$ cat src/rtl/core/lzss_image_decompressor_macros.svh
// Assertion macros shared by the decompressor modules.
`ifndef LZSS_IMAGE_DECOMPRESSOR_MACROS_SVH
`define LZSS_IMAGE_DECOMPRESSOR_MACROS_SVH

`ifndef SYNTHESIS
`define LZD_ASSERT(label, clk, rst, prop, msg) \
   label: assert property (@(posedge clk) disable iff (rst) prop) else $error(msg);
`define LZD_ASSERT_NEVER(label, clk, rst, cond, msg) \
   label: assert property (@(posedge clk) disable iff (rst) !(cond)) else $error(msg);
`else
`define LZD_ASSERT(label, clk, rst, prop, msg)
`define LZD_ASSERT_NEVER(label, clk, rst, cond, msg)
`endif

`endif

$ cat src/rtl/core/lzd_pkg.sv
// Types and constants shared by the LZSS image decompressor modules.
package lzd_pkg;

   localparam int QUEUE_DEPTH = 4;
   localparam int QUEUE_PTR_W = 2;
   localparam int QUEUE_CNT_W = 3;

   localparam logic       KIND_DATA    = 1'b0;
   localparam logic       KIND_STATUS  = 1'b1;
   localparam logic [1:0] STATUS_GOOD  = 2'd0;
   localparam logic [1:0] STATUS_BAD   = 2'd1;
   localparam logic [1:0] STATUS_SHORT = 2'd2;

   localparam logic [31:0] HEADER_BYTES  = 32'd8;
   localparam logic [3:0]  FLAG_COUNT    = 4'd8;
   localparam logic [4:0]  MATCH_MIN_LEN = 5'd3;

   // One command per item that produces results.
   typedef struct packed {
      logic        wp_clear;   // first command of a new image
      logic        has_data;
      logic        is_match;
      logic [7:0]  data;       // literal byte
      logic [3:0]  len_code;   // match length minus three
      logic [11:0] ofs_code;   // match offset minus one
      logic        has_status;
      logic [1:0]  status;
   } lzd_cmd_type;

endpackage

$ cat src/rtl/core/lzd_front.sv
// Parser: header, checksum, flag bits, tokens; one item per cycle unless q_full_i.
module lzd_front import lzd_pkg::*; (
   input  logic        clock,
   input  logic        reset,
   input  logic        req_tvalid,
   output logic        req_tready,
   input  logic [7:0]  req_tdata,
   input  logic        req_tuser,
   input  logic        q_full_i,
   output logic        q_push_o,
   output lzd_cmd_type q_cmd_o
);

   logic [31:0] idx_ff, idx_in;
   logic [31:0] size_ff, size_in;
   logic [31:0] sum_ff, sum_in;
   logic [7:0]  flags_ff, flags_in;
   logic [3:0]  bits_left_ff, bits_left_in;
   logic        await_ff, await_in;
   logic [7:0]  tok_hi_ff, tok_hi_in;
   logic        active_ff, active_in;
   logic        clear_pend_ff, clear_pend_in;

   logic        fire;
   logic [7:0]  b;
   logic [31:0] idx_e, size_e, sum_e;
   logic [7:0]  flags_e, tok_hi_e;
   logic [3:0]  bits_left_e;
   logic        await_e, active_e, clear_e;
   lzd_cmd_type cmd;

   assign req_tready = !q_full_i;
   assign fire       = req_tvalid && req_tready;
   assign b          = req_tdata;

   always_comb begin
      // A start item restarts the parser before the byte is looked at.
      idx_e       = req_tuser ? '0 : idx_ff;
      size_e      = req_tuser ? '0 : size_ff;
      sum_e       = req_tuser ? '0 : sum_ff;
      flags_e     = req_tuser ? '0 : flags_ff;
      bits_left_e = req_tuser ? '0 : bits_left_ff;
      await_e     = req_tuser ? 1'b0 : await_ff;
      tok_hi_e    = req_tuser ? '0 : tok_hi_ff;
      active_e    = req_tuser || active_ff;
      clear_e     = req_tuser || clear_pend_ff;

      idx_in       = idx_e;
      size_in      = size_e;
      sum_in       = sum_e;
      flags_in     = flags_e;
      bits_left_in = bits_left_e;
      await_in     = await_e;
      tok_hi_in    = tok_hi_e;
      active_in    = active_e;

      cmd          = '0;
      cmd.wp_clear = clear_e;
      cmd.data     = b;
      cmd.len_code = tok_hi_e[7:4];
      cmd.ofs_code = {tok_hi_e[3:0], b};

      if (active_e) begin
         if (idx_e[31:2] == '0) begin
            sum_in = {sum_e[23:0], b};
         end else if (idx_e[31:3] == '0) begin
            size_in = {size_e[23:0], b};
            sum_in  = sum_e + 32'(b);
         end else begin
            sum_in = sum_e + 32'(b);
            if (await_e) begin
               await_in     = 1'b0;
               cmd.has_data = 1'b1;
               cmd.is_match = 1'b1;
            end else if (bits_left_e == '0) begin
               flags_in     = b;
               bits_left_in = FLAG_COUNT;
            end else begin
               flags_in     = {flags_e[6:0], 1'b0};
               bits_left_in = bits_left_e - 4'd1;
               if (flags_e[7]) begin
                  tok_hi_in = b;
                  await_in  = 1'b1;
               end else begin
                  cmd.has_data = 1'b1;
               end
            end
         end

         if (idx_e == 32'd7 && size_in < HEADER_BYTES) begin
            cmd.has_status = 1'b1;
            cmd.status     = STATUS_SHORT;
            active_in      = 1'b0;
         end else if ((idx_e[31:3] != '0 || idx_e[2:0] == 3'd7) &&
                      idx_e == size_in - 32'd1) begin
            // A match token cut off by the end of the image is dropped.
            await_in       = 1'b0;
            cmd.has_status = 1'b1;
            cmd.status     = (sum_in == '0) ? STATUS_GOOD : STATUS_BAD;
            active_in      = 1'b0;
         end
         idx_in = idx_e + 32'd1;
      end
   end

   assign q_push_o = fire && (cmd.has_data || cmd.has_status);
   assign q_cmd_o  = cmd;

   always_comb begin
      clear_pend_in = clear_pend_ff;
      if (fire) begin
         clear_pend_in = q_push_o ? 1'b0 : clear_e;
      end
   end

   always_ff @(posedge clock) begin
      if (reset) begin
         idx_ff        <= '0;
         size_ff       <= '0;
         sum_ff        <= '0;
         flags_ff      <= '0;
         bits_left_ff  <= '0;
         await_ff      <= 1'b0;
         tok_hi_ff     <= '0;
         active_ff     <= 1'b0;
         clear_pend_ff <= 1'b0;
      end else begin
         clear_pend_ff <= clear_pend_in;
         if (fire) begin
            idx_ff       <= idx_in;
            size_ff      <= size_in;
            sum_ff       <= sum_in;
            flags_ff     <= flags_in;
            bits_left_ff <= bits_left_in;
            await_ff     <= await_in;
            tok_hi_ff    <= tok_hi_in;
            active_ff    <= active_in;
         end
      end
   end

endmodule

$ cat config.mk
export PLATFORM = sky130hd
export DESIGN_NAME = lzd_front
export DESIGN_NICKNAME = d
export VERILOG_FILES = /design/src/rtl/core/lzss_image_decompressor_macros.svh /design/src/rtl/core/lzd_pkg.sv /design/src/rtl/core/lzd_front.sv
export SDC_FILE = /design/constraint.sdc
export NUM_CORES = 1
export LEC_CHECK = 0
export ABC_AREA = 0
export BUFFER_PORTS_ARGS = -buffer_cell sky130_fd_sc_hd__buf_2
export CAP_MARGIN = 20
export CORE_ASPECT_RATIO = 0.7
export CORE_MARGIN = 3
export CORE_UTILIZATION = 54
export DETAILED_ROUTE_END_ITERATION = 10
export GPL_TIMING_DRIVEN = 1
export PLACE_DENSITY = 0.71
export SLEW_MARGIN = 40
export SYNTH_ARGS = -nofsm -noshare
export SYNTH_HDL_FRONTEND = slang
export SYNTH_SLANG_ARGS = --single-unit
$ cat constraint.sdc
create_clock -name clock -period 19.26 [get_ports clock]
set_input_delay 5.778 -clock clock [delete_from_list [all_inputs] [get_ports clock]]
set_output_delay 5.778 -clock clock [all_outputs]
set_load 0.05 [all_outputs]
### Word level (Yosys, flattened, before mapping)

Cells that the tools add are included.

* add/subtract/negate cells: 4
* magnitude comparators: 1
* equal/unequal tests: 3
* multiplexer cells: 54
* reduce and logical (&&, ||, !) cells: 14

Operators by type and width (count)
* $mux W32: 11
* $mux W8: 13
* $add A32 B1 Y32 const B: 1
* $add A32 B8 Y32: 1
* $eq A32 B3 Y1 const B: 1
* $eq A32 B32 Y1: 1
* $logic_not A32 Y1: 1
* $lt A32 B4 Y1 const B: 1
* $sub A32 B1 Y32 const B: 1
* $logic_not A30 Y1: 1
* $logic_not A29 Y1: 1
* $reduce_bool A29 Y1: 1
* $mux W4: 6
* $mux W1: 18
* $mux W3: 3
* $mux W2: 3
* $logic_and A1 B1 Y1: 4
* $logic_not A4 Y1: 1
* $logic_or A1 B1 Y1: 4
* $sub A4 B1 Y4 const B: 1
* $eq A3 B3 Y1 const B: 1
* $logic_not A1 Y1: 1

* flip-flop bits (word level): 119
* input port bits: 13
* output and inout port bits: 32
* word-level logic and storage cells: 85

### Depth between registers and ports, before layout

* depth in word-level cells: 14
* mapped depth: 22
* depth with buffers taken out: 17

### Worst setup path before layout

OpenSTA, ideal clock, no wires.

* path type: input -> output
* start: input req_tuser
* end: output q_cmd_o[0] (netlist bit)
* data arrival time: 11.447 ns
* data required time: 13.482 ns
* setup slack: 2.035 ns
* stages: 22
* path buffers: 10
* path through: clkbuf_1 -> buf_2 -> buf_2 -> buf_2 -> buf_1 -> buf_1 -> clkbuf_1 -> clkbuf_1 -> clkbuf_1 -> nor2b_1 -> fa_1 -> a211oi_1 -> o21bai_1 -> a2111o_1 -> clkbuf_1 -> a31o_2 -> a311oi_1 -> o21bai_1 -> nor4_1 -> nand4_1 -> nor4_1 -> nor3_1

RTL lines
* from (decl): RTL line lzd_front.sv:8 `input logic req_tuser,`
* to (decl): RTL line lzd_front.sv:11 `output lzd_cmd_type q_cmd_o`

### Worst setup path in the final report

* start: input req_tuser
* end: output q_push_o

* longest elaborated chain between the ends: 13

Ends and longest elaborated chain
* $mux W32: RTL line lzd_front.sv:38 `idx_e = req_tuser ? '0 : idx_ff;`
* $logic_not A29 Y1: RTL line lzd_front.sv:66 `end else if (idx_e[31:3] == '0) begin`
* $mux W32: RTL line lzd_front.sv:66
* $mux W32: RTL line lzd_front.sv:64 `if (idx_e[31:2] == '0) begin`
* $mux W32: RTL line lzd_front.sv:63 `if (active_e) begin`
* $sub A32 B1 Y32: RTL line lzd_front.sv:95 `idx_e == size_in - 32'd1) begin`
* $eq A32 B32 Y1: RTL line lzd_front.sv:95
* $logic_and A1 B1 Y1: RTL line lzd_front.sv:94 `end else if ((idx_e[31:3] != '0 || idx_e[2:0] == 3'd7) &&`
* $mux W3: RTL line lzd_front.sv:94
* $mux W3: RTL line lzd_front.sv:90 `if (idx_e == 32'd7 && size_in < HEADER_BYTES) begin`
* $mux W3: RTL line lzd_front.sv:63
* $logic_or A1 B1 Y1 *: RTL line lzd_front.sv:106 `assign q_push_o = fire && (cmd.has_data || cmd.has_status);`
* $logic_and A1 B1 Y1 *: RTL line lzd_front.sv:106
* to (decl): RTL line lzd_front.sv:10 `output logic q_push_o,`

Mark *: on every way between the ends. The rest lies on a longest branch, timed or not. The select of a mux whose other input is x is not followed.

==> results.cfg <==
[global_routing]
grt_pass1_wl_um = 53300
grt_overflow = 0
grt_pass1_vias = 9197
grt_use_total = 0.357
antenna_found_initial = 0
grt_max_degree = 77

[finish]
final-seq-area_mm2 = 0.00238
nNetsFinal = 1314
mostFrequentLayoutCell = nor2_1
final_cell_mix = 193 x nor2_1, 142 x nand2_1, 119 x dfxtp_1
fill_cells = 1562
multi_input_area_mm2 = 0.00654
syn_to_final_growth_pct = 7.79
antennaDiodeCount = 0
drive_gt1_frac = 0.0922

[worst_setup_path]
worstPathRequired_ns = 13.48
r2r_start = idx_ff[12]
crit_arrival_ns = 11.40
startpoint = req_tuser
cp_max_fo = 72
timing.rr.end = await_ff
critPathSlowestCell = inv_1
crit_chain = buf_4 -> inv_1 -> nand2_1 -> inv_1 -> nand3_1 -> and3_1 -> a21oi_1 -> ha_1 -> nand2_1 -> nor4_2 -> mux2i_1 -> or3_4 -> o41a_1 -> nor4b_2 -> nand4_1 -> nor3_2 -> or2_1 -> buf_2
crit_type = in2out
reg2regPathDepth = 15
reg2reg_slack_ns = 13.64
worstSetupEndpointType = output pin
cp-start-kind = input pin
slowest_delay_ns = 0.56

[synth]
synth_xor_xnor_area_share = 0.0670
syn_area_per_cell_um2 = 7.17
synth_top_area_frac = 0.251
synth_seq_cells = 119
synthAdderAreaFrac = 0.0166
ys_warn_count = 0
async_flop_share = 0
synth_cell_types = 79
synth.cell_area_mm2 = 0.00948
synth-simple-area-share = 0.354
synth_edf_count = 0
synth_compound_gate_area_share = 0.223
synth_top_cells_by_area = dfxtp_1 25%, nor2_1 7.7%, nand2_1 5.7%, a21oi_1 4.8%, xnor2_1 3.9%
synth_top_family_by_area = simple AND/OR/NAND/NOR gates
syn_inst = 1322
ys_seq_area_frac = 0.251
muxShareOfSynthArea = 0.0251
yosys_most_used_dff = dfxtp_1
syn_nets = 1347
synth_top_area_cell = dfxtp_1

[cts]
cts_buffers = 17
path_clk_slew_ns = 0.06
ctsLongestPathBuffers = 2
cts_tree = done
htreeDepth = 4
cts_setup_buffers = 0
hold_buffers = 0
cts-root-buf = clkbuf_16
cts_resized = 0
numClockSinks = 119
insertion_delay_ns = 0.43

[sta]
finalSetupViolations = 0
rsz0062_at_grt = false
skew_ns = 0.00970
finalCritPeriodShare = 0.892
fmax_mhz = 58.2
period_needed_ns = 17.18
hold_slack_ns = 0.463
max-slew-margin-rel = 0.422
final_max_slew_viol_count = 0
tightest_slew_ns = 0.864
hold_viol = 0
tns_ns = 0

[routing]
drc = 0
drt-initial-drc-count = 1706
via_count = 10300
first_pass_iters = 7
viasPerCell = 6.76
wl_um = 34300
postRouteAntennaNets = 0
wire_per_inst_um = 22.5

[placed_design]
port_buffers = 44
gp_congestion = 1.07
dpl.hpwl_um = 23600

[min_path]
hp-class = reg2reg
worstHoldPathCells = 2
hold_end = flags_ff[0]
worstHoldStart = flags_ff[0]

[floorplan]
row_count = 39
core_mm2 = 0.0167
die_x_um = 164
initial_core_util = 0.566
chipHeight_um = 117
dieArea_mm2 = 0.0192
pin_count = 45

[power_and_ir_drop]
p_per_area_mw_per_mm2 = 62.4
peakVddDrop_uv = 44.4
leakage_nw = 3.53

[outcome]
status = finished clean

[job]
cap_violations = 0
-- worst max-delay path: cells and delay by family --
kind                     cells  cell delay [ns]
buffers and inverters        4             1.49
AND/OR/NAND/NOR             10             2.79
AO/OA/AOI/OAI                2             0.59
multiplexers                 1             0.30
adder cells (fa/ha/maj)      1             0.41
-- stage by stage --
| stage | power [mW] | instance area [um2] | std cells | utilization | setup WS, ns |
|---|---|---|---|---|---|
| finish | 0.638 | 10200 | 1526 | 0.611 | 2.08 |
| detailed placement | 0.322 | 9640 | 1495 | 0.576 | 2.32 |
| global route | 0.653 | 10200 | 1526 | 0.611 | 1.60 |
| global placement | 0.322 | 9630 | 1495 | 0.575 | 2.36 |
| CTS | 0.638 | 10200 | 1526 | 0.610 | 2.30 |
| floorplan | 0.305 | 9480 | 1322 | - | 2.04 |
-- cell type report --
type,count,share of cell area
Tap cell,225,0.0275
Timing Repair Buffer,62,0.0353
Clock inverter,14,0.0142
Multi-Input combinational cell,1066,0.640
Sequential cell,119,0.233
Clock buffer,17,0.0416
Inverter,23,0.00845
-- how the worst max path moves through the flow --
stage	endpoint	cells after the start
after floorplan	q_cmd_o[0]	22
after global placement	q_push_o	18
after detailed placement	q_push_o	18
after CTS	q_push_o	18
after global routing	q_push_o	18
final	q_push_o	18
-- report_power, final --
part / switching (mW) / internal, mW / total [mW]
Sequential: 0.00309 / 0.248 / 0.251
Combinational: 0.0504 / 0.0180 / 0.0684
Clock: 0.138 / 0.181 / 0.318
-- cells by family after synthesis --
logic type,Yosys count
AOI/OAI and AO/OA,309
xor gates and xnor gates,71
adders and majority gates,12
buffers and inverters,137
DFF,119
muxes,23
and+or+nand+nor,651
-- cells in the mapped netlist (15+ instances only) --
cell	count
nor2_1	195
nand2_1	143
dfxtp_1	119
a21oi_1	90
clkbuf_1	73
nor3_1	45
nand3_1	43
a211oi_1	42
xnor2_1	42
nor2b_1	40
nand4_1	36
a22oi_1	33
o21ai_0	31
xor2_1	28
nor4_1	26
inv_1	23
mux2i_1	20
buf_4	19
nand2b_1	17
and3_1	15
-- routing by layer --
metal	GRT usage	up-vias	wire length, um
met5	0	-	0
met4	0.101	0	661
met3	0.110	75	4490
met2	0.491	609	13400
met1	0.533	4883	15700
li1	-	4746	-
-- flip-flops by register name (all words and copies together), names as in the netlist --
register and count:
bits_left_ff 4, flags_ff 8, idx_ff 32, await_ff 1, size_ff 32, clear_pend_ff 1
sum_ff 32, active_ff 1, tok_hi_ff 8
Power figures use the tool's default switching activity.
