### config.mk
export PLATFORM = sky130hd
export DESIGN_NAME = lzd_cmd_queue
export DESIGN_NICKNAME = d
export VERILOG_FILES = /design/src/rtl/core/lzd_pkg.sv /design/src/rtl/core/lzd_cmd_queue.sv
export VERILOG_INCLUDE_DIRS = /design/src /design/src/rtl/core
export SDC_FILE = /design/constraint.sdc
export NUM_CORES = 1
export LEC_CHECK = 0
export ABC_AREA = 1
export BUFFER_PORTS_ARGS = -buffer_cell sky130_fd_sc_hd__buf_4
export CAP_MARGIN = 20
export CORE_UTILIZATION = 55
export CTS_CLUSTER_DIAMETER = 60
export CTS_CLUSTER_SIZE = 10
export DETAILED_ROUTE_END_ITERATION = 8
export GPL_ROUTABILITY_DRIVEN = 0
export GPL_TIMING_DRIVEN = 0
export PLACE_DENSITY = 0.77
export SYNTH_ARGS = -nofsm -noshare
export SYNTH_HDL_FRONTEND = slang
export SYNTH_SLANG_ARGS = --single-unit
### constraint.sdc
create_clock -name clock -period 2.4 [get_ports clock]
set_clock_uncertainty 0.15 [all_clocks]
set_input_delay 0.48 -clock clock [delete_from_list [all_inputs] [get_ports clock]]
set_output_delay 0.48 -clock clock [all_outputs]
set_load 0.05 [all_outputs]
### src/rtl/core/lzss_image_decompressor_macros.svh
// Assertion macros shared by the decompressor modules.
`ifndef LZSS_IMAGE_DECOMPRESSOR_MACROS_SVH
`define LZSS_IMAGE_DECOMPRESSOR_MACROS_SVH

`ifndef SYNTHESIS
`define LZD_ASSERT(label, clk, rst, prop, msg) \
   label: assert property (@(posedge clk) disable iff (rst) prop) else $error(msg);
`define LZD_ASSERT_NEVER(label, clk, rst, cond, msg) \
   label: assert property (@(posedge clk) disable iff (rst) !(cond)) else $error(msg);
`else
`define LZD_ASSERT(label, clk, rst, prop, msg)
`define LZD_ASSERT_NEVER(label, clk, rst, cond, msg)
`endif

`endif

### src/rtl/core/lzd_pkg.sv
// Types and constants shared by the LZSS image decompressor modules.
package lzd_pkg;

   localparam int QUEUE_DEPTH = 4;
   localparam int QUEUE_PTR_W = 2;
   localparam int QUEUE_CNT_W = 3;

   localparam logic       KIND_DATA    = 1'b0;
   localparam logic       KIND_STATUS  = 1'b1;
   localparam logic [1:0] STATUS_GOOD  = 2'd0;
   localparam logic [1:0] STATUS_BAD   = 2'd1;
   localparam logic [1:0] STATUS_SHORT = 2'd2;

   localparam logic [31:0] HEADER_BYTES  = 32'd8;
   localparam logic [3:0]  FLAG_COUNT    = 4'd8;
   localparam logic [4:0]  MATCH_MIN_LEN = 5'd3;

   // One command per item that produces results.
   typedef struct packed {
      logic        wp_clear;   // first command of a new image
      logic        has_data;
      logic        is_match;
      logic [7:0]  data;       // literal byte
      logic [3:0]  len_code;   // match length minus three
      logic [11:0] ofs_code;   // match offset minus one
      logic        has_status;
      logic [1:0]  status;
   } lzd_cmd_type;

endpackage

### src/rtl/core/lzd_cmd_queue.sv
// Short command queue between the parser and the copy engine.
`include "lzss_image_decompressor_macros.svh"

module lzd_cmd_queue import lzd_pkg::*; (
   input  logic        clock,
   input  logic        reset,
   input  logic        push_i,
   input  lzd_cmd_type push_cmd_i,
   input  logic        pop_i,
   output lzd_cmd_type head_cmd_o,
   output logic        full_o,
   output logic        empty_o
);

   lzd_cmd_type             slot_ff [QUEUE_DEPTH];
   logic [QUEUE_PTR_W-1:0]  wr_ptr_ff, wr_ptr_in;
   logic [QUEUE_PTR_W-1:0]  rd_ptr_ff, rd_ptr_in;
   logic [QUEUE_CNT_W-1:0]  count_ff, count_in;

   assign full_o     = (count_ff == QUEUE_CNT_W'(QUEUE_DEPTH));
   assign empty_o    = (count_ff == '0);
   assign head_cmd_o = slot_ff[rd_ptr_ff];

   always_comb begin
      wr_ptr_in = wr_ptr_ff;
      rd_ptr_in = rd_ptr_ff;
      count_in  = count_ff;
      if (push_i) begin
         wr_ptr_in = wr_ptr_ff + QUEUE_PTR_W'(1);
      end
      if (pop_i) begin
         rd_ptr_in = rd_ptr_ff + QUEUE_PTR_W'(1);
      end
      if (push_i && !pop_i) begin
         count_in = count_ff + QUEUE_CNT_W'(1);
      end else if (pop_i && !push_i) begin
         count_in = count_ff - QUEUE_CNT_W'(1);
      end
   end

   always_ff @(posedge clock) begin
      if (reset) begin
         wr_ptr_ff <= '0;
         rd_ptr_ff <= '0;
         count_ff  <= '0;
      end else begin
         wr_ptr_ff <= wr_ptr_in;
         rd_ptr_ff <= rd_ptr_in;
         count_ff  <= count_in;
      end
   end

   always_ff @(posedge clock) begin
      if (push_i) begin
         slot_ff[wr_ptr_ff] <= push_cmd_i;
      end
   end

   `LZD_ASSERT(a_push_room, clock, reset, push_i |-> !full_o, "push into a full queue")
   `LZD_ASSERT(a_pop_data, clock, reset, pop_i |-> !empty_o, "pop from an empty queue")
   `LZD_ASSERT(a_push_fills, clock, reset, (push_i && !pop_i) |=> !empty_o,
      "queue empty after a push")

endmodule

After elaboration in Yosys (flattened, before gate mapping)
Memories as Yosys holds them, arrays and structs flattened. A register that Yosys moved wholly into a read port is not among the register bits.
Cells that the tools add are included.
{"block": "classes", "addsub": 4, "n_mul": 0, "div_mod_pow": 0, "order_cmp": 0, "n_eq_ne": 1, "shift": 0, "muxes": 6, "bitwise": 0, "reduce_logical": 6}
{"operator": "$mux W3", "n": 2}
{"operator": "$add A2 B1 Y2 const B", "n": 2}
{"operator": "$mux W2", "n": 2}
{"operator": "$add A3 B1 Y3 const B", "n": 1}
{"operator": "$eq A3 B3 Y1 const B", "n": 1}
{"operator": "$logic_not A3 Y1", "n": 1}
{"operator": "$sub A3 B1 Y3 const B", "n": 1}
{"operator": "$logic_and A1 B1 Y1", "n": 2}
{"operator": "$logic_not A1 Y1", "n": 2}
{"operator": "$mux W1", "n": 2}
{"operator": "$reduce_bool A2 Y1", "n": 1}
{"block": "word_totals", "ff_bits": 7, "latch_bits": 0, "mem_bits_rw": 120, "romBits": 0, "output_inout_bits": 32, "memories": 1}
{"memory": "slot_ff", "words": 4, "word_bits": 30, "rd": 1, "rd_ports_with_merged_regs": 1, "wr": 1, "line": "lzd_cmd_queue.sv:15", "text": "lzd_cmd_type slot_ff [QUEUE_DEPTH];"}

Depth between registers and ports, before layout
Gate-level depths: netlist (run 1).
{"block": "logic_depth", "ltp_word": 4, "mapped_depth": 10, "depth_no_buf": 10}

Worst setup path after synthesis (run 1)
OpenSTA, ideal clock, no wires.
{"block": "synth_timing", "path_type": "register to output", "from": "register with a tool-made name", "to": "output port head_cmd_o[0] (netlist name)", "t_arrival_ps": 1432, "required_time_ps": 1770, "slack_ps": 338, "stages_incl_launch_ff": 6, "n_path_buf": 2, "cell_sequence": "dfxtp_1 > buf_6 > inv_8 > buf_6 > o21ai_1 > o22ai_1"}
{"element": "to (decl)", "line": "lzd_cmd_queue.sv:10", "text": "output lzd_cmd_type head_cmd_o,"}

==> impl_metrics.toml, run 1 <==
[power_and_ir_drop]
cellLeakagePower_nw = 2.45
ir_worst_vdd_v = 0.000588
power.total_mw = 5.96
pwr_density_cell_nw_per_um2 = 917

[global_route]
grt_pass1_wl_um = 15600
grt_max_degree = 18
gr-usage-all-layers_pct = 22.5
antenna_found_initial = 0
grt_pass1_vias = 3112
grt_overflow_total = 0

[status]
outcome = "complete, no violations"

[die]
placeableCoreArea_um2 = 8720
fp-row-count = 34
start_util_pct = 56.7
fp.dieW_um = 96.8
die_area_um2 = 9370
die_h_um = 96.8
io_pins = 66

[placement]
pre_cts_slack_ps = 449
hpwlAfterDp_um = 5920
portBuffers = 65
dpl.cell_count = 526

[routing]
routed-wl-met2_um = 5300
drt_first_pass_iters = 4
post_drt_wl_per_cell_um = 17.8
vias_per_cell = 5.43
post-route-drc-count = 0
top_layer_used = "met4"
dr_wl_met3_um = 681
vias = 3096
totalWireLength_um = 10200
wl_met1_um = 4080
postRouteAntennaNets = 0
drt_iter0_markers = 169

[synth]
syn_inst = 349
yosys_warnings = 0
synth_top_area_share_pct = 72.9
synth_area_leader_cell = "edfxtp_1"
ys_ff_latch = 129
netlist-cell-type-count = 19
syn_nets = 389
syn_area_um2 = 4940
ys_seq_area_share_pct = 76.6
synth_area_leaders = "edfxtp_1 73%, nor2_1 5.0%, o22ai_1 3.8%"
avgSynthCellArea_um2 = 14.2

[critical_path]
reg2reg_setup_slack_ps = 470
required_ps = 1770
cp.arrival_ps = 1720
rr_startpoint = "wr_ptr_ff[0]$_SDFFE_PP0P_"
worst_setup_path_end_kind = "output pin"
r2r_cells = 5
cp_max_fo = 10
crit_type = "reg2out"
setup.worst_path.start_class = "flip-flop"
timing.rr.end = "slot_ff[0][12]$_DFFE_PP_"

[sta]
fin_crit_ps = 2350
finalSetupViolations = 0
worst-slew-pin-transition_ps = 796
fmax_mhz = 426
finalHoldViolations = 0
slew_headroom_pct = 46.9
post-route-period-util_pct = 97.9
hold_slack_ps = 10.1
drv_slew = 0
rsz0062_at_grt = "yes"
fin_ws_ps = 50.7

[clock_network]
numCtsBuffers = 17
post_cts_buffers = 0
clockBufferDepth = 2
clk_latency_ps = 510
clock_sinks = 129
cts-root-buf = "clkbuf_8"
cts.clk_slew.worst_paths_ps = 60
htreeDepth = 4
cts_tree = "done"

[layout]
final_layout_size_suffix_gt1_share_pct = 27.9
finalNonFillerCells = 570
final_common_cell = "edfxtp_1"
layout.nets = 490
diodes = 0
area_growth_pct = 31.5
mostFrequentLayoutCells = "120 x edfxtp_1, 68 x buf_4, 66 x nor2_1"
utilization_pct = 74.5

[min_path]
hold_end = "slot_ff[3][2]$_DFFE_PP_"
min_path_cells = 1
min-delay-start = "push_cmd_i[2]"
min_path_type = "in2reg"

[flow_run]
max_cap_viol_count = 0
## cells by family after synthesis
| kind of cell | count (synthesis) | share of synthesized area, % |
|---|---|---|
| AND/OR/NAND/NOR | 79 | 6.13 |
| XOR/XNOR | 1 | 0.177 |
| adder cells (fa/ha/maj) | 6 | 1.67 |
| buffers and inverters | 36 | 4.78 |
| flip-flops | 129 | 76.6 |
| AO/OA/AOI/OAI | 98 | 10.7 |
## registers in the layout (all words and copies together) (netlist names), named ones only
signal / count
count_ff: 3
slot_ff: 120
wr_ptr_ff: 2
rd_ptr_ff: 2
## how the worst max path moves through the flow
stage                               endpoint  slack (ps)  depth (start not counted)
global route                   head_cmd_o[9]         -30                          6
CTS                           head_cmd_o[12]           3                          4
finish                         head_cmd_o[9]          50                          6
global placement     slot_ff[3][2]$_DFFE_PP_         180                          3
floorplan                      head_cmd_o[0]         340                          5
detailed placement  slot_ff[0][26]$_DFFE_PP_         450                          4
## metal layers
layer,vias up,GRT usage (%)
li1,1493,-
met1,1483,27.7
met2,112,37.4
met3,8,6.21
met4,0,9.30
met5,-,0
## timing repair
action,in CTS,in global routing
endpoints found under the hold margin,9,24
gates cloned,0,2
resized for setup,3,19
endpoints found under the setup margin,3,25
pin swaps,0,2
hold buffers,3,8
## synthesized netlist by cell type
cell type and count:
edfxtp_1 120, o21ai_1 30, nand2_1 9, o21ai_0 35, buf_6 10, nor2_1 66
a21oi_1 3, inv_1 16, nor3_1 2, buf_2 6, nand3_1 1, o22ai_1 30
nand4_1 1, inv_8 1, fa_1 1, ha_1 5, xor2_1 1, buf_4 3
dfxtp_1 9
## power by group
| part | switching, mW | internal (mW) |
|---|---|---|
| Combinational | 0.574 | 0.302 |
| Clock | 0.911 | 1.57 |
| Sequential | 0.0336 | 2.57 |
| Total | 1.52 | 4.44 |
## critical path, cell delays in order, from the launching register on
cell	delay (ps)
dfxtp_2	320
buf_12	150
inv_8	80
buf_6	150
nor2_1	80
o22ai_2	200
buf_4	230
## through the flow
| stage | instance area (um2) | TNS [ps] |
|---|---|---|
| 3_3_place_gp | 5570 | 0 |
| 3_5_place_dp | 5680 | 0 |
| 5_1_grt | 6500 | -63.3 |
| 6_report | 6500 | 0 |
| 4_1_cts | 6290 | 0 |
| 2_1_floorplan | 4940 | 0 |
## cell type report
| class | count | area [um2] |
|---|---|---|
| Buffer | 19 | 208 |
| Clock buffer | 17 | 414 |
| Clock inverter | 14 | 165 |
| Fill cell | 532 | 2220 |
| Inverter | 17 | 71.3 |
| Multi-Input combinational cell | 184 | 960 |
| Sequential cell | 129 | 3790 |
| Tap cell | 108 | 135 |
| Timing Repair Buffer | 82 | 762 |
Power figures use the tool's default switching activity.
==> run 2: changes to the inputs <==
--- a/config.mk
+++ b/config.mk
@@ -7,15 +7,16 @@
 export NUM_CORES = 1
 export LEC_CHECK = 0
 export ABC_AREA = 1
-export BUFFER_PORTS_ARGS = -buffer_cell sky130_fd_sc_hd__buf_4
+export ABC_CLOCK_PERIOD_IN_PS = 2400
 export CAP_MARGIN = 20
 export CORE_UTILIZATION = 55
 export CTS_CLUSTER_DIAMETER = 60
 export CTS_CLUSTER_SIZE = 10
 export DETAILED_ROUTE_END_ITERATION = 8
+export DONT_BUFFER_PORTS = 1
 export GPL_ROUTABILITY_DRIVEN = 0
 export GPL_TIMING_DRIVEN = 0
-export PLACE_DENSITY = 0.77
+export PLACE_DENSITY = 0.7
 export SYNTH_ARGS = -nofsm -noshare
 export SYNTH_HDL_FRONTEND = slang
 export SYNTH_SLANG_ARGS = --single-unit
==> impl_metrics.toml, run 2 (same netlist as run 1, synthesis figures left out) <==
[sta]
rsz0062_at_grt = "yes"
post-route-period-util_pct = 97.5
finalSetupViolations = 0
drv_slew = 0
fin_crit_ps = 2340
slew_headroom_pct = 48.1
fmax_mhz = 427
finalHoldViolations = 0
worst-slew-pin-transition_ps = 777

[power_and_ir_drop]
pwr-share-comb_pct = 14.6
pwr-share-clk_pct = 42.0
pwr-share-seq_pct = 43.4
power_switching_mw = 1.66
pwr_density_cell_nw_per_um2 = 916
cellLeakagePower_nw = 2.25
swShare_pct = 27.6
ir_worst_vdd_v = 0.000574
p_int_mw = 4.33

[placement]
hpwlAfterDp_um = 5420
portBuffers = 0
dpl.cell_count = 463

[clock_network]
clockBufferDepth = 2
clk_latency_ps = 520
cts_tree = "done"
htreeDepth = 4
numCtsBuffers = 17
cts.clk_slew.worst_paths_ps = 60
cts-root-buf = "clkbuf_8"
clock_sinks = 129

[critical_path]
crit_end = "head_cmd_o[2]"
cp_max_fo = 10
path_cells = "inv_1 -> buf_2 -> o21ai_1 -> o22ai_4"
cp.arrival_ps = 1710
required_ps = 1770
rr_startpoint = "wr_ptr_ff[1]$_SDFFE_PP0P_"
slowest_delay_ps = 360
setup.worst_path.start_class = "flip-flop"
cp_slowest_cell = "o22ai_4"
crit_type = "reg2out"
timing.rr.end = "slot_ff[1][10]$_DFFE_PP_"
reg2reg_setup_slack_ps = 510
worst_setup_path_end_kind = "output pin"
r2r_cells = 5

[die]
die_area_um2 = 9370
placeableCoreArea_um2 = 8720
start_util_pct = 56.7
fp-row-count = 34
die_h_um = 96.8
io_pins = 66
fp.dieW_um = 96.8

[routing]
wl_met1_um = 3800
dr_wl_met3_um = 826
top_layer_used = "met4"
vias = 2992
vias_per_cell = 5.68
totalWireLength_um = 10200
drt_iter0_markers = 188
routed-wl-met2_um = 5480
post-route-drc-count = 0
post_drt_wl_per_cell_um = 19.4
drt_first_pass_iters = 4
postRouteAntennaNets = 0

[min_path]
min_path_type = "in2reg"

[global_route]
grt_pass1_vias = 3175
gr-usage-all-layers_pct = 23.5
grt_overflow_total = 0
antenna_found_initial = 0
grt_pass1_wl_um = 16400
grt_max_degree = 20

[layout]
layout.nets = 446
regMostFlops = "slot_ff"
diodes = 0
final_common_cell = "edfxtp_1"
finalNonFillerCells = 527
mostFrequentLayoutCells = "120 x edfxtp_1, 66 x nor2_1, 39 x o21ai_1"
largest_reg_flops = 120
filler_cell_count = 511
area_growth_pct = 32.3
final_layout_size_suffix_gt1_share_pct = 21.0
utilization_pct = 75.0
top_regs = "slot_ff (120), count_ff (3)"

[status]
outcome = "complete, no violations"

[flow_run]
max_cap_viol_count = 0
run 2: cell types whose count changed in the layout (fill, tap and decap cells not counted), moves of 3 or more:
cell / before / now
o22ai_4: 0 / 30
dlygate4sd3_1: 11 / 32
clkinv_2: 4 / 0
buf_8: 3 / 0
inv_6: 2 / 5
o22ai_1: 24 / 0
o21ai_0: 35 / 26
o22ai_2: 6 / 0
buf_4: 68 / 8
o21ai_1: 30 / 39
run 2: final cells by class:
type / instances / area [um2] / share of cell area (%)
Clock inverter: 15 / 175 / 2.68
Tap cell: 108 / 135 / 2.07
Timing Repair Buffer: 38 / 445 / 6.81
Buffer: 19 / 178 / 2.72
Inverter: 17 / 71.3 / 1.09
Multi-Input combinational cell: 184 / 1340 / 20.4
Sequential cell: 129 / 3780 / 57.9
Clock buffer: 17 / 414 / 6.33
run 2: worst max-delay path, delay by kind of cell, from the launching register on:
| kind | cells | cell delay [ps] |
|---|---|---|
| AOI/OAI and AO/OA | 2 | 510 |
| buffers and inverters | 2 | 340 |
| DFF | 1 | 350 |
run 2: metal layers:
| layer | track usage, % | vias up |
|---|---|---|
| li1 | - | 1408 |
| met1 | 27.7 | 1450 |
| met2 | 40.5 | 123 |
| met3 | 7.66 | 11 |
| met4 | 8.50 | 0 |
| met5 | 0 | - |
run 2: through the flow:
| stage | setup slack (ps) | hold WS [ps] | total power, mW | area, um2 | setup TNS, ps |
|---|---|---|---|---|---|
| finish | 59.3 | 29.3 | 5.99 | 6540 | 0 |
| global route | -35.4 | 44.9 | 6.17 | 6540 | -224 |
| CTS | 1.95 | 25.3 | 6.00 | 6530 | 0 |
| detailed placement | 141 | 290 | 3.30 | 5200 | 0 |
| global placement | 141 | 282 | 3.26 | 5080 | 0 |
| floorplan | 338 | 262 | 3.17 | 4940 | 0 |
run 2: timing repair:
item / 4_1_cts / 5_1_grt
hold endpoints to repair: 123 / 0
resized for setup: 61 / 15
setup endpoints to repair: 30 / 25
pin swaps: 0 / 9
setup buffers: 0 / 0
hold buffers: 32 / 0
run 2: worst min path at each step:
stage,from,endpoint,slack [ps],depth (start not counted)
final,reset,count_ff[2]$_SDFFE_PP0P_,30,3
after global routing,reset,count_ff[2]$_SDFFE_PP0P_,40,3
after CTS,reset,count_ff[2]$_SDFFE_PP0P_,30,3
after detailed placement,rd_ptr_ff[1]$_SDFFE_PP0P_,flip-flop,290,1
after global placement,rd_ptr_ff[1]$_SDFFE_PP0P_,rd_ptr_ff[1]$_SDFFE_PP0P_,280,1
after floorplan,rd_ptr_ff[1]$_SDFFE_PP0P_,flip-flop,260,1
run 2: power by group through the flow:
stage	combinational, mW	clock, mW	sequential [mW]
floorplan	0.531	0	2.64
finish	0.874	2.52	2.60
detailed placement	0.655	0	2.65
CTS	0.869	2.53	2.60
global route	0.924	2.64	2.61
global placement	0.613	0	2.64
